### src/hw/rtl/vic_pkg.sv
package vic_pkg;

   localparam int POS_W = 6;
   localparam int COLOR_W = 32;
   localparam int GRID_BITS_DEF = 6;
   localparam int QUEUE_DEPTH = 2;

   localparam int CSR_AW = 5;
   localparam int CSR_DW = 32;

   localparam logic [2:0] REG_CULL_ENABLE = 3'd0;
   localparam logic [2:0] REG_BORDER_OPAQUE = 3'd1;
   localparam logic [2:0] REG_BOUND_MIN_X = 3'd2;
   localparam logic [2:0] REG_BOUND_MAX_X = 3'd3;
   localparam logic [2:0] REG_BOUND_MIN_Y = 3'd4;
   localparam logic [2:0] REG_BOUND_MIN_Z = 3'd5;
   localparam logic [2:0] REG_BOUND_MAX_Z = 3'd6;

   localparam logic CMD_INSERT = 1'b0;
   localparam logic CMD_QUERY = 1'b1;

   localparam logic [POS_W-1:0] BOUND_MIN_RST = 6'd0;
   localparam logic [POS_W-1:0] BOUND_MAX_RST = 6'd63;

   typedef struct packed {
      logic cull_enable;
      logic border_opaque;
      logic [POS_W-1:0] min_x;
      logic [POS_W-1:0] max_x;
      logic [POS_W-1:0] min_y;
      logic [POS_W-1:0] min_z;
      logic [POS_W-1:0] max_z;
   } cfg_type;

   typedef struct packed {
      logic cmd;
      logic [POS_W-1:0] pos_x;
      logic [POS_W-1:0] pos_y;
      logic [POS_W-1:0] pos_z;
      logic [COLOR_W-1:0] color;
   } entry_type;

   typedef enum logic [2:0] {
      ST_CLEAR,
      ST_IDLE,
      ST_INS_RD,
      ST_INS_WR,
      ST_QUERY
   } back_state_type;

endpackage

### src/hw/rtl/vic_queue.sv
module vic_queue #(
   parameter int DEPTH = vic_pkg::QUEUE_DEPTH
) (
   input  logic               clock,
   input  logic               reset,
   input  logic               push_valid,
   output logic               push_ready,
   input  vic_pkg::entry_type push_data,
   output logic               pop_valid,
   input  logic               pop,
   output vic_pkg::entry_type pop_data
);

   import vic_pkg::*;

   localparam int PW = $clog2(DEPTH);
   localparam int CNT_W = $clog2(DEPTH + 1);
   localparam logic [PW-1:0] LAST_PTR = PW'(DEPTH - 1);

   entry_type        slot_ff [DEPTH];
   logic [PW-1:0]    wr_ptr_ff, wr_ptr_in;
   logic [PW-1:0]    rd_ptr_ff, rd_ptr_in;
   logic [CNT_W-1:0] count_ff, count_in;
   logic             do_push;
   logic             do_pop;

   assign push_ready = count_ff != CNT_W'(DEPTH);
   assign pop_valid = count_ff != '0;
   assign pop_data = slot_ff[rd_ptr_ff];
   assign do_push = push_valid && push_ready;
   assign do_pop = pop && pop_valid;

   always_comb begin
      wr_ptr_in = wr_ptr_ff;
      rd_ptr_in = rd_ptr_ff;
      count_in = count_ff;
      if (do_push) begin
         wr_ptr_in = (wr_ptr_ff == LAST_PTR) ? '0 : wr_ptr_ff + PW'(1);
      end
      if (do_pop) begin
         rd_ptr_in = (rd_ptr_ff == LAST_PTR) ? '0 : rd_ptr_ff + PW'(1);
      end
      case ({do_push, do_pop})
         2'b10: count_in = count_ff + CNT_W'(1);
         2'b01: count_in = count_ff - CNT_W'(1);
         default: count_in = count_ff;
      endcase
   end

   always_ff @(posedge clock) begin
      if (reset) begin
         wr_ptr_ff <= '0;
         rd_ptr_ff <= '0;
         count_ff <= '0;
      end else begin
         wr_ptr_ff <= wr_ptr_in;
         rd_ptr_ff <= rd_ptr_in;
         count_ff <= count_in;
      end
      if (do_push) begin
         slot_ff[wr_ptr_ff] <= push_data;
      end
   end

endmodule

### config.mk
export PLATFORM = sky130hd
export DESIGN_NAME = vic_queue
export DESIGN_NICKNAME = d
export VERILOG_FILES = /design/src/hw/rtl/vic_pkg.sv /design/src/hw/rtl/vic_queue.sv
export SDC_FILE = /design/constraint.sdc
export NUM_CORES = 1
export LEC_CHECK = 0
export BUFFER_PORTS_ARGS = -buffer_cell sky130_fd_sc_hd__buf_2
export CAP_MARGIN = 0
export CORE_MARGIN = 1
export CORE_UTILIZATION = 45
export CTS_CLUSTER_SIZE = 16
export DETAILED_ROUTE_END_ITERATION = 7
export PLACE_DENSITY = 0.73
export REMOVE_ABC_BUFFERS = 1
export SLEW_MARGIN = 0
export SYNTH_ARGS = -nofsm -noshare
export SYNTH_HDL_FRONTEND = slang
export SYNTH_SLANG_ARGS = --single-unit
export TNS_END_PERCENT = 100
### constraint.sdc
create_clock -name clock -period 2.2 [get_ports clock]
set_clock_uncertainty 0.15 [all_clocks]
set_input_delay 0.11 -clock clock [delete_from_list [all_inputs] [get_ports clock]]
set_output_delay 0.11 -clock clock [all_outputs]
set_load 0.005 [all_outputs]
==> impl_results.md <==
* Crit path max fanout at 34
* DR iter-0 viols at 62
* Core area at 8300 sq um
* Clock transition at path regs at 0.08 ns
* I/O Buffers at 107
* EDFF count, synth at 102
* Die Ht at 95.0 microns
* Slew Limit Fails at 0
* Min Tclk post-route at 1.88 ns
* Post-synth top area share at 0.788
* Synth Flop Type: edfxtp_1
* Area growth syn-to-layout at 36.6%
* Status: finished, final reports clean
* Placement Rows at 33
* Worst R2R End: count_ff[1]$_SDFFE_PP0P_
* HPWL Detailed at 4340 microns
* Vias in the first global route at 2174
* Synthesis Warnings at 0
* Final Hold Viols at 0
* Mean Syn Cell Area at 21.2 sq um
* Final wirelength at 7010 microns
* Antenna viol nets, final at 0
* Max-slew headroom at 0.706
* Largest net degree at the start of global routing at 35
* Placer Congestion at 0.739
* Reg2reg setup slack at 0.41 ns
* Hold path start: pop
* Worst VDD drop at 840 uV
* Upper clock frequency limit at 531 MHz
* RSZ-0062 raised after global routing: no
* Setup CP Type: register to output port
* Synth Area in XOR/XNOR at 0.00676
* Ant. Diodes at 0
* Setup crit end kind: output port
* Maxcap violations at 0
* CTS Buf Count at 9
* Synth area leaders: edfxtp_1 (79%), mux2_2 (15%), dfxtp_1 (2.6%), buf_2 (0.64%), xnor2_1 (0.45%)
* Layout cells sized above 1 at 0.507
* Synth Register Bits at 107
* Clk root buf: clkbuf_8
* Post-Syn Instances at 183
* Post-Synth Simple-Gate Area at 0.0122
* Post-CTS Resized at 0
* Adder-cell area share of the yosys netlist at 0.00322
* First-pass GRT wire length at 10300 microns
* Largest family of logic cells by synthesized area: multiplexers
* Die area at 9020 sq um
* Largest area contributor in the netlist: edfxtp_1
* Grt total ovfl at 0
* Post-CTS Repair Setup Buffers at 0
* Starting Density at 0.469
* Num ports at 108
* Worst flop-to-flop path startpoint: count_ff[0]$_SDFFE_PP0P_
* Synthesized area at 3890 sq um
* Leak at 2.01 nW
* CTS tree: built
* Pwr/cell area at 974 nW/um^2
* Synth Area in Compound Gates at 0.00837
* DRC violations left at 0
* Final core occ at 0.640
* Post-route setup TNS at 0 ns
* CP startpoint kind: register
* Register area share after synthesis at 0.813
* End of the critical path: pop_data[27]
* Vias per cell at 4.74
* Final setup viols at 0
* Worst Tran Pin Value at 0.440 ns
* Arrival time at the worst endpoint at 1.62 ns
* Yosys cell types at 20
* Async SR Flop Fraction at 0
* Clock latency on the worst-skew pair at 0.34 ns
* WL/cell at 15.1 microns
* GR Util All Layers at 0.162
* Die Width at 95.0 microns
* # nets final at 410
* Via count at 2199
* Post-synthesis mux area share at 0.148
* TritonCTS Sinks at 107
* Reg2Reg Depth at 5
* Critical path required time at 1.94 ns
* HP Class: input port to register
* CTS HTree Levels at 3
* CTS Buffer Depth at 2
* Initial antenna violation count at 0
* Drt pass-1 iters at 4
* Final Cycle Share at 0.856
## metrics by stage
| stage | area (sq um) | setup slack [ns] | cells | power [mW] | hold WS [ns] |
|---|---|---|---|---|---|
| 4_1_cts | 5310 | 0.277 | 464 | 5.24 | 0.0282 |
| 2_1_floorplan | 3860 | -0.234 | 177 | 3.47 | 0.0291 |
| 3_5_place_dp | 4600 | 0.404 | 395 | 4.08 | 0.151 |
| 6_report | 5310 | 0.316 | 464 | 5.18 | 0.0533 |
| 5_1_grt | 5310 | 0.216 | 464 | 5.45 | 0.0766 |
| 3_3_place_gp | 4600 | 0.533 | 395 | 4.05 | 0.149 |
## flip-flops by register name, summed over array words and instances (netlist names), named ones only
name       count
count_ff       2
rd_ptr_ff      1
slot_ff      102
wr_ptr_ff      1
## cell usage after synthesis (2+ instances only)
cell and count:
nor2_1 3, a21oi_1 2, xnor2_1 2, buf_2 5
edfxtp_1 102, dfxtp_1 5, mux2_2 51
## how the worst min path moves through the flow
| stage | cells after the start | slack [ns] | endpoint |
|---|---|---|---|
| 6_report | 4 | 0.05 | register |
| 2_1_floorplan | 1 | 0.03 | count_ff[1]$_SDFFE_PP0P_ |
| 3_5_place_dp | 1 | 0.15 | slot_ff[0][17]$_DFFE_PP_ |
| 3_3_place_gp | 1 | 0.15 | slot_ff[0][41]$_DFFE_PP_ |
| 4_1_cts | 4 | 0.03 | register |
| 5_1_grt | 4 | 0.08 | rd_ptr_ff$_SDFFE_PP0P_ |
## report_power, final
part	internal (mW)	total (mW)	switching (mW)
logic	0.782	1.45	0.665
clock network	0.507	1.08	0.573
registers	2.57	2.65	0.0796
total	3.86	5.18	1.32
## critical path, stage by stage (launching register included)
cell     delay, ns
dfxtp_2       0.34
buf_4         0.38
mux2_2        0.40
buf_2         0.13
## cell usage in the layout, fill, tap and decap left out
| cell | count |
|---|---|
| clkbuf_1 | 3 |
| and3_2 | 1 |
| buf_4 | 4 |
| inv_2 | 1 |
| edfxtp_1 | 102 |
| ha_1 | 1 |
| buf_2 | 107 |
| nand2_1 | 1 |
| xor2_1 | 1 |
| nand3b_1 | 1 |
| nand2b_1 | 1 |
| dfxtp_1 | 4 |
| o21ai_0 | 1 |
| clkinvlp_4 | 1 |
| a21oi_1 | 2 |
| dfxtp_2 | 1 |
| xnor2_1 | 2 |
| o21a_1 | 1 |
| dlygate4sd3_1 | 53 |
| clkbuf_8 | 12 |
| or3_1 | 1 |
| nor2_1 | 3 |
| a21bo_2 | 1 |
| or2_2 | 1 |
| mux2_2 | 51 |
| buf_12 | 2 |
## layout make-up
class / instances / area (sq um)
inverter: 1 / 3.75
clock buffer: 15 / 176
tap: 105 / 131
fill: 611 / 2990
multi-input combinational: 69 / 694
sequential: 107 / 3160
timing repair buffer: 166 / 1140
clock inverter: 1 / 7.51
## layer usage
metal	vias up	global-route usage	routed length, microns
met5	-	0	0
met4	0	0.0795	140
met3	13	0.0443	411
met2	77	0.267	3380
met1	1056	0.196	3080
li1	1053	-	-
## repair_timing
item / in CTS / in global routing
setup endpoints to repair: 0 / 0
hold buffers: 53 / 0
hold endpoints to repair: 107 / 0
## kinds of logic (layout without fill, tap and decap cells)
family	after synthesis	count (layout)
AND/OR/NAND/NOR	9	9
multiplexers	51	51
adder cells (fa/ha/maj)	1	1
flip-flops	107	107
buffers and inverters	7	183
AO/OA/AOI/OAI	5	5
XOR/XNOR	3	3
Power figures use the tool's default switching activity.
