===== config.mk =====
export PLATFORM = sky130hd
export DESIGN_NAME = vic_front
export DESIGN_NICKNAME = d
export VERILOG_FILES = /design/src/hw/rtl/vic_pkg.sv /design/src/hw/rtl/vic_front.sv
export SDC_FILE = /design/constraint.sdc
export NUM_CORES = 1
export LEC_CHECK = 0
export ABC_AREA = 0
export BUFFER_PORTS_ARGS = -buffer_cell sky130_fd_sc_hd__buf_2
export CAP_MARGIN = 20
export CORE_MARGIN = 5
export CORE_UTILIZATION = 43
export DETAILED_ROUTE_END_ITERATION = 6
export PLACE_DENSITY_LB_ADDON = 0.2
export SLEW_MARGIN = 30
export SYNTH_ARGS = -nofsm -noshare
export SYNTH_HDL_FRONTEND = slang
export SYNTH_SLANG_ARGS = --single-unit

===== constraint.sdc =====
create_clock -name clock -period 6.2 [get_ports clock]
set_input_delay 0.62 -clock clock [delete_from_list [all_inputs] [get_ports clock]]
set_output_delay 0.62 -clock clock [all_outputs]
set_load 0.005 [all_outputs]

===== src/hw/rtl/vic_pkg.sv =====
package vic_pkg;

   localparam int POS_W = 6;
   localparam int COLOR_W = 32;
   localparam int GRID_BITS_DEF = 6;
   localparam int QUEUE_DEPTH = 2;

   localparam int CSR_AW = 5;
   localparam int CSR_DW = 32;

   localparam logic [2:0] REG_CULL_ENABLE = 3'd0;
   localparam logic [2:0] REG_BORDER_OPAQUE = 3'd1;
   localparam logic [2:0] REG_BOUND_MIN_X = 3'd2;
   localparam logic [2:0] REG_BOUND_MAX_X = 3'd3;
   localparam logic [2:0] REG_BOUND_MIN_Y = 3'd4;
   localparam logic [2:0] REG_BOUND_MIN_Z = 3'd5;
   localparam logic [2:0] REG_BOUND_MAX_Z = 3'd6;

   localparam logic CMD_INSERT = 1'b0;
   localparam logic CMD_QUERY = 1'b1;

   localparam logic [POS_W-1:0] BOUND_MIN_RST = 6'd0;
   localparam logic [POS_W-1:0] BOUND_MAX_RST = 6'd63;

   typedef struct packed {
      logic cull_enable;
      logic border_opaque;
      logic [POS_W-1:0] min_x;
      logic [POS_W-1:0] max_x;
      logic [POS_W-1:0] min_y;
      logic [POS_W-1:0] min_z;
      logic [POS_W-1:0] max_z;
   } cfg_type;

   typedef struct packed {
      logic cmd;
      logic [POS_W-1:0] pos_x;
      logic [POS_W-1:0] pos_y;
      logic [POS_W-1:0] pos_z;
      logic [COLOR_W-1:0] color;
   } entry_type;

   typedef enum logic [2:0] {
      ST_CLEAR,
      ST_IDLE,
      ST_INS_RD,
      ST_INS_WR,
      ST_QUERY
   } back_state_type;

endpackage


===== src/hw/rtl/vic_front.sv =====
module vic_front #(
   parameter int GRID_BITS = vic_pkg::GRID_BITS_DEF
) (
   input  logic                             clock,
   input  logic                             reset,
   input  logic                             hold,
   input  logic                             req_valid,
   output logic                             req_ready,
   input  logic                             req_command,
   input  logic [vic_pkg::POS_W-1:0]        req_pos_x,
   input  logic [vic_pkg::POS_W-1:0]        req_pos_y,
   input  logic [vic_pkg::POS_W-1:0]        req_pos_z,
   input  logic [vic_pkg::COLOR_W-1:0]      req_voxel_color,
   output logic                             push_valid,
   input  logic                             push_ready,
   output vic_pkg::entry_type               push_data
);

   import vic_pkg::*;

   logic      stage_valid_ff, stage_valid_in;
   entry_type stage_ff, stage_in;
   logic      accept;
   logic      keep;

   function automatic logic pos_in_grid(input logic [POS_W-1:0] p);
      return int'(p) < (1 << GRID_BITS);
   endfunction

   assign req_ready = !hold && (!stage_valid_ff || push_ready);
   assign accept = req_valid && req_ready;

   // An insert outside the grid changes nothing and yields no result, so it is
   // dropped here and never reaches the back end.
   always_comb begin
      keep = (req_command == CMD_QUERY) ||
             (pos_in_grid(req_pos_x) && pos_in_grid(req_pos_y) && pos_in_grid(req_pos_z));
      stage_in = stage_ff;
      stage_valid_in = stage_valid_ff && !push_ready;
      if (accept) begin
         stage_valid_in = keep;
         stage_in.cmd = req_command;
         stage_in.pos_x = req_pos_x;
         stage_in.pos_y = req_pos_y;
         stage_in.pos_z = req_pos_z;
         stage_in.color = req_voxel_color;
      end
   end

   always_ff @(posedge clock) begin
      if (reset) begin
         stage_valid_ff <= 1'b0;
      end else begin
         stage_valid_ff <= stage_valid_in;
      end
      stage_ff <= stage_in;
   end

   assign push_valid = stage_valid_ff;
   assign push_data = stage_ff;

endmodule


==> flow_summary.yaml, run 1 <==
worst_setup_path:
  r2r_cells: 3
  slowest_stage: "buf_4"
  slowest_delay_ns: 0.46
  cp_max_fo: 34
  critPathCaptureType: "flip-flop"
  crit_type: "in2reg"
  reg2reg_from: "push_valid$_SDFF_PP0_"
  start_kind: "input pin"
  cp.arrival_ns: 1.79
  rrSetupSlack_ns: 4.48
  rr_endpoint: "push_data[46]$_DFFE_PP_"
  crit_chain: "buf_2 -> nand2b_2 -> nor2_4 -> buf_4"
  critPathRequiredTime_ns: 6.15
clocking:
  cts_buffer_depth: 2
  clock-sinks: 52
  tritoncts: "built"
  cts_hold_buf: 0
  cts_root_buf: "clkbuf_8"
  post_cts_resized: 0
  clk_pin_slew_worst_paths_ns: 0.08
  insertion_delay_ns: 0.29
  cts_setup_buffers: 0
  ctsHtreeMaxLevel: 2
  numCtsBuffers: 5
logic_synthesis:
  yosysTopAreaCell: "edfxtp_1"
  synthTopCellsByArea: "edfxtp_1 (96%), dfxtp_1 (1.3%), a21oi_2 (0.55%)"
  avgSynthCellArea_um2: 27.4
  yosys.cell_types.count: 7
  ys_seq_area_frac: 0.976
  postSynthCellCount: 58
  yosysWarnings: 0
  netlist_area_um2: 1590
  ys_seq_elements: 52
  syn_nets: 114
  netlist.area_leader.share: 0.964
route:
  drt.antenna.violating_nets: 0
  drt_iter0_drc: 6
  num_vias: 928
  via_per_inst: 4.16
  firstDrtPassIters: 4
  drcViolationCount: 0
  drt-wirelength-per-cell_um: 13.0
  wirelength_mm: 2.91
floorplanning:
  initial_core_util: 0.437
  die_h_um: 70.8
  coreArea_um2: 3630
  fp-row-count: 22
  dieArea_um2: 5010
  num_io_pins: 109
  die_w_um: 70.8
timing:
  finalHoldViolCount: 0
  clock_skew_ns: 0.00515
  clock.fmax_mhz: 544
  finalMaxSlewViolations: 0
  rsz0062_at_grt: "false"
  finalCritPeriodShare: 0.296
  maxSlewHeadroom: 0.674
  worst_pin_slew_ns: 0.488
  fin_ws_ns: 4.36
  fin_tns_setup_ns: 0
  setup_violations: 0
  fin_crit_ns: 1.84
placed_design:
  place_ws_ns: 4.04
  dp_hpwl_mm: 2.36
  detailed_place.area_um2: 2200
  place.gp.congestion: 0.760
  io_buffers: 108
global_routing:
  antenna_found_initial: 0
  grt_use_total: 0.117
  grt_pass1_vias: 915
  grt-ovfl-total: 0
  grt_first_pass_wirelength_mm: 4.31
  grt_max_degree: 35
final_layout:
  nets: 230
  layout_common_cells: "buf_2 (108), edfxtp_1 (51), clkbuf_8 (5)"
  finalInstanceArea_um2: 2290
  drive_above_1_share: 0.680
  final_common_cell: "buf_2"
  fillers: 310
  num_antenna_cells: 0
  postLayoutCoreUtil: 0.629
  syn_to_final_growth_pct: 43.9
pwr:
  power.leakage_nw: 0.975
  vdd_ir_drop_max_uv: 171
  power_density_nw_per_um2: 269
run:
  drv_cap: 0
worst_hold_path:
  hold_path.class: "in2reg"
  min_delay_path_depth: 2
  holdPathEnd: "push_valid$_SDFF_PP0_"
  hold_start: "reset"
run_status:
  status: "finished clean"
[stage by stage]
stage          hold WS (ns)  total power [W]  cells
4_1_cts               0.469         0.000625    223
3_3_place_gp          0.466         0.000456    215
6_report              0.479         0.000616    223
2_1_floorplan         0.473         0.000425     58
5_1_grt               0.466         0.000652    223
3_5_place_dp          0.496         0.000457    215
[registers in the layout (all words and copies together) (netlist names)]
name / count
push_valid: 1
push_data: 51
[cell type report]
cell class / instances / area (µm²) / area share
Sequential cell: 52 / 1550 / 0.678
Timing Repair Buffer: 109 / 548 / 0.240
Clock buffer: 5 / 68.8 / 0.0301
Tap cell: 48 / 60.1 / 0.0263
Multi-Input combinational cell: 6 / 45.0 / 0.0197
Clock inverter: 3 / 13.8 / 0.00602
[synthesized netlist by cell type]
cell type,count
nand2b_2,1
dfxtp_1,1
a21oi_2,1
nor2_1,2
edfxtp_1,51
nand2b_1,1
nor2b_1,1
[worst max-delay path: cells and delay by family]
kind / cells / cell delay [ns]
buffers and inverters: 2 / 0.56
and+or+nand+nor: 2 / 0.60
[kinds of logic (layout without fill, tap and decap cells)]
family	after synthesis	in the layout	synth area share
compound gates	1	1	0.00551
buf+inv	0	117	0
flops	52	52	0.976
simple gates	5	5	0.0181
[power breakdown]
group          leakage, nW  internal [W]  switching (W)
sequential           0.485      0.000404     0.00000299
combinational        0.444     0.0000223      0.0000192
clock               0.0453     0.0000765      0.0000916
total                0.975      0.000502       0.000114
[worst max path at each step]
stage | from | endpoint | slack (ns) | cells past startpoint
floorplan | hold | push_data[0]$_DFFE_PP_ | 2.80 | 2
global placement | hold | push_data[13]$_DFFE_PP_ | 4.08 | 4
detailed placement | hold | push_data[46]$_DFFE_PP_ | 4.04 | 4
CTS | hold | push_data[10]$_DFFE_PP_ | 4.35 | 4
global route | hold | push_data[36]$_DFFE_PP_ | 4.29 | 4
finish | hold | push_data[46]$_DFFE_PP_ | 4.36 | 4
[routing by layer]
metal  wire length (µm)  track usage  vias up
li1                   -            -      459
met1                924        0.108      403
met2               1510        0.204       64
met3                462       0.0838        2
met4                 11       0.0376        0
met5                  0            0        -
Power figures use the tool's default switching activity.
==> run 2, diff against run 1 <==
Settings changed: ABC_AREA 0 to 1, CORE_UTILIZATION 43 to 40.
Clock period 6.2 ns to 1.7 ns, I/O delays scaled along.
==> flow_summary.yaml, run 2 <==
worst_setup_path:
  start_kind: "flip-flop"
  cp_max_fo: 22
  startpoint: "push_valid$_SDFF_PP0_"
  slowest_stage: "dfxtp_2"
  crit_type: "reg2reg"
  reg2reg_from: "push_valid$_SDFF_PP0_"
  slowest_delay_ns: 0.33
  critPathRequiredTime_ns: 1.68
  cp.arrival_ns: 1.20
  critPathCaptureType: "flip-flop"
  crit_chain: "nand2_2 -> inv_2 -> nor3_4 -> buf_4"
logic_synthesis:
  ys_seq_elements: 52
  yosys.cell_types.count: 7
  synth-edff-count: 51
  synth_ff_type: "edfxtp_1"
  avgSynthCellArea_um2: 25.8
  synthTopCellsByArea: "edfxtp_1 (96%), dfxtp_1 (1.3%), inv_1 (1.2%)"
  netlist.area_leader.share: 0.959
  synth.most_common_cell: "edfxtp_1"
  yosysTopAreaCell: "edfxtp_1"
  postSynthCellCount: 62
  syn_nets: 118
  ys_seq_area_frac: 0.972
  ys_top_cells_by_count: "edfxtp_1 (51), inv_1 (5), nand2_1 (2)"
  yosysWarnings: 0
  ys_async_sr_fraction: 0
  netlist_area_um2: 1600
final_layout:
  layout_common_cells: "buf_2 (108), edfxtp_1 (51), clkbuf_8 (5)"
  num_antenna_cells: 0
  seq_area_um2: 1550
  fillers: 324
  final_common_cell: "buf_2"
  final_cells: 231
  multiInputGateArea_um2: 35.0
  largest_register_ffs: 51
  nets: 236
  postLayoutCoreUtil: 0.593
  syn_to_final_growth_pct: 46.5
  drive_above_1_share: 0.669
route:
  drt_iter0_drc: 30
  drcViolationCount: 0
  drt-wirelength-per-cell_um: 14.2
  wirelength_mm: 3.28
  num_vias: 955
  via_per_inst: 4.13
  drt.antenna.violating_nets: 0
  firstDrtPassIters: 4
pwr:
  pwr-share-comb: 0.066
  power.internal_w: 0.00198
  switching_share: 0.181
  power_density_nw_per_um2: 1040
  power.leakage_nw: 1.02
  vdd_ir_drop_max_uv: 662
  power.share.clock: 0.322
  pwr-share-seq: 0.612
  netSwitchingPower_w: 0.000438
timing:
  clock_skew_ns: 0.00370
  rsz0062_at_grt: "false"
  maxSlewHeadroom: 0.820
  setup_violations: 0
  fin_tns_setup_ns: 0
  fin_ws_ns: 0.476
  finalCritPeriodShare: 0.720
  fin_crit_ns: 1.22
  finalHoldViolCount: 0
  worst_pin_slew_ns: 0.269
  finalMaxSlewViolations: 0
  clock.fmax_mhz: 817
placed_design:
  place_ws_ns: 0.479
  dp_cells: 223
  place.gp.congestion: 0.729
  io_buffers: 108
  dp_hpwl_mm: 2.65
global_routing:
  grt_first_pass_wirelength_mm: 4.66
  grt_pass1_vias: 958
  grt-ovfl-total: 0
  grt_use_total: 0.122
  antenna_found_initial: 0
  grt_max_degree: 23
clocking:
  insertion_delay_ns: 0.29
  tritoncts: "built"
  cts_hold_buf: 0
  cts_buffer_depth: 2
  clock-sinks: 52
  cts_setup_buffers: 0
  numCtsBuffers: 5
  ctsHtreeMaxLevel: 2
  clk_pin_slew_worst_paths_ns: 0.08
  post_cts_resized: 0
  cts_root_buf: "clkbuf_8"
floorplanning:
  die_w_um: 73.2
  num_io_pins: 109
  die_h_um: 73.2
  dieArea_um2: 5350
  initial_core_util: 0.405
  coreArea_um2: 3940
  fp-row-count: 23
run:
  drv_cap: 0
worst_hold_path:
  hold_start: "req_voxel_color[17]"
  hold_path.class: "in2reg"
run_status:
  status: "finished clean"
[run 2: changes by cell type in the layout (fill, tap and decap cells not counted), sizes merged, moves of 2 or more]
cell,change
nand2b,-2
buf,+2
nand2,+2
inv,+5
[run 2: kinds of logic (layout without fill, tap and decap cells)]
kind of cell,after synthesis,count (layout),share of synthesized area
DFF,52,52,0.972
and+or+nand+nor,4,4,0.0133
buffers and inverters,5,124,0.0118
AOI/OAI and AO/OA,1,1,0.00313
[run 2: power by group through the flow]
| stage | clock, W | sequential [W] | combinational [W] |
|---|---|---|---|
| after floorplan | 0 | 0.00152 | 0.0000264 |
| after global placement | 0 | 0.00151 | 0.000157 |
| after detailed placement | 0 | 0.00151 | 0.000164 |
| after CTS | 0.000807 | 0.00148 | 0.000164 |
| after global routing | 0.000869 | 0.00149 | 0.000175 |
| final | 0.000780 | 0.00148 | 0.000159 |
[run 2: per-stage QoR]
step	area (µm²)	total power (W)	hold WS (ns)
detailed placement	2230	0.00168	0.348
global placement	2230	0.00167	0.346
finish	2340	0.00242	0.0460
floorplan	1610	0.00155	0.269
CTS	2340	0.00246	0.0335
global route	2340	0.00253	0.0206
[run 2: cell type report]
class,instances,share of cell area
Clock buffer,5,0.0294
Clock inverter,3,0.0161
Inverter,5,0.00803
Multi-Input combinational cell,5,0.0150
Sequential cell,52,0.664
Tap cell,50,0.0268
Timing Repair Buffer,111,0.241
[run 2: layer usage]
| layer | part of all wire | track usage |
|---|---|---|
| met1 | 0.33 | 0.125 |
| met5 | 0 | 0 |
| met2 | 0.52 | 0.214 |
| met3 | 0.14 | 0.0647 |
| met4 | 0.011 | 0.0369 |
[run 2: final timing paths]
check             slack [ns]  depth (start not counted)                       to
hold / removal          0.05                          1  push_data[17]$_DFFE_PP_
hold reg to reg         0.58                          4    push_valid$_SDFF_PP0_
setup reg to reg        0.48                          4  push_data[39]$_DFFE_PP_
setup / recovery        0.48                          4  push_data[39]$_DFFE_PP_
[run 2: worst max-delay path, delay by kind of cell (launching register included)]
kind,cells,cell delay (ns)
buffers and inverters,2,0.36
DFF,1,0.33
and+or+nand+nor,2,0.21
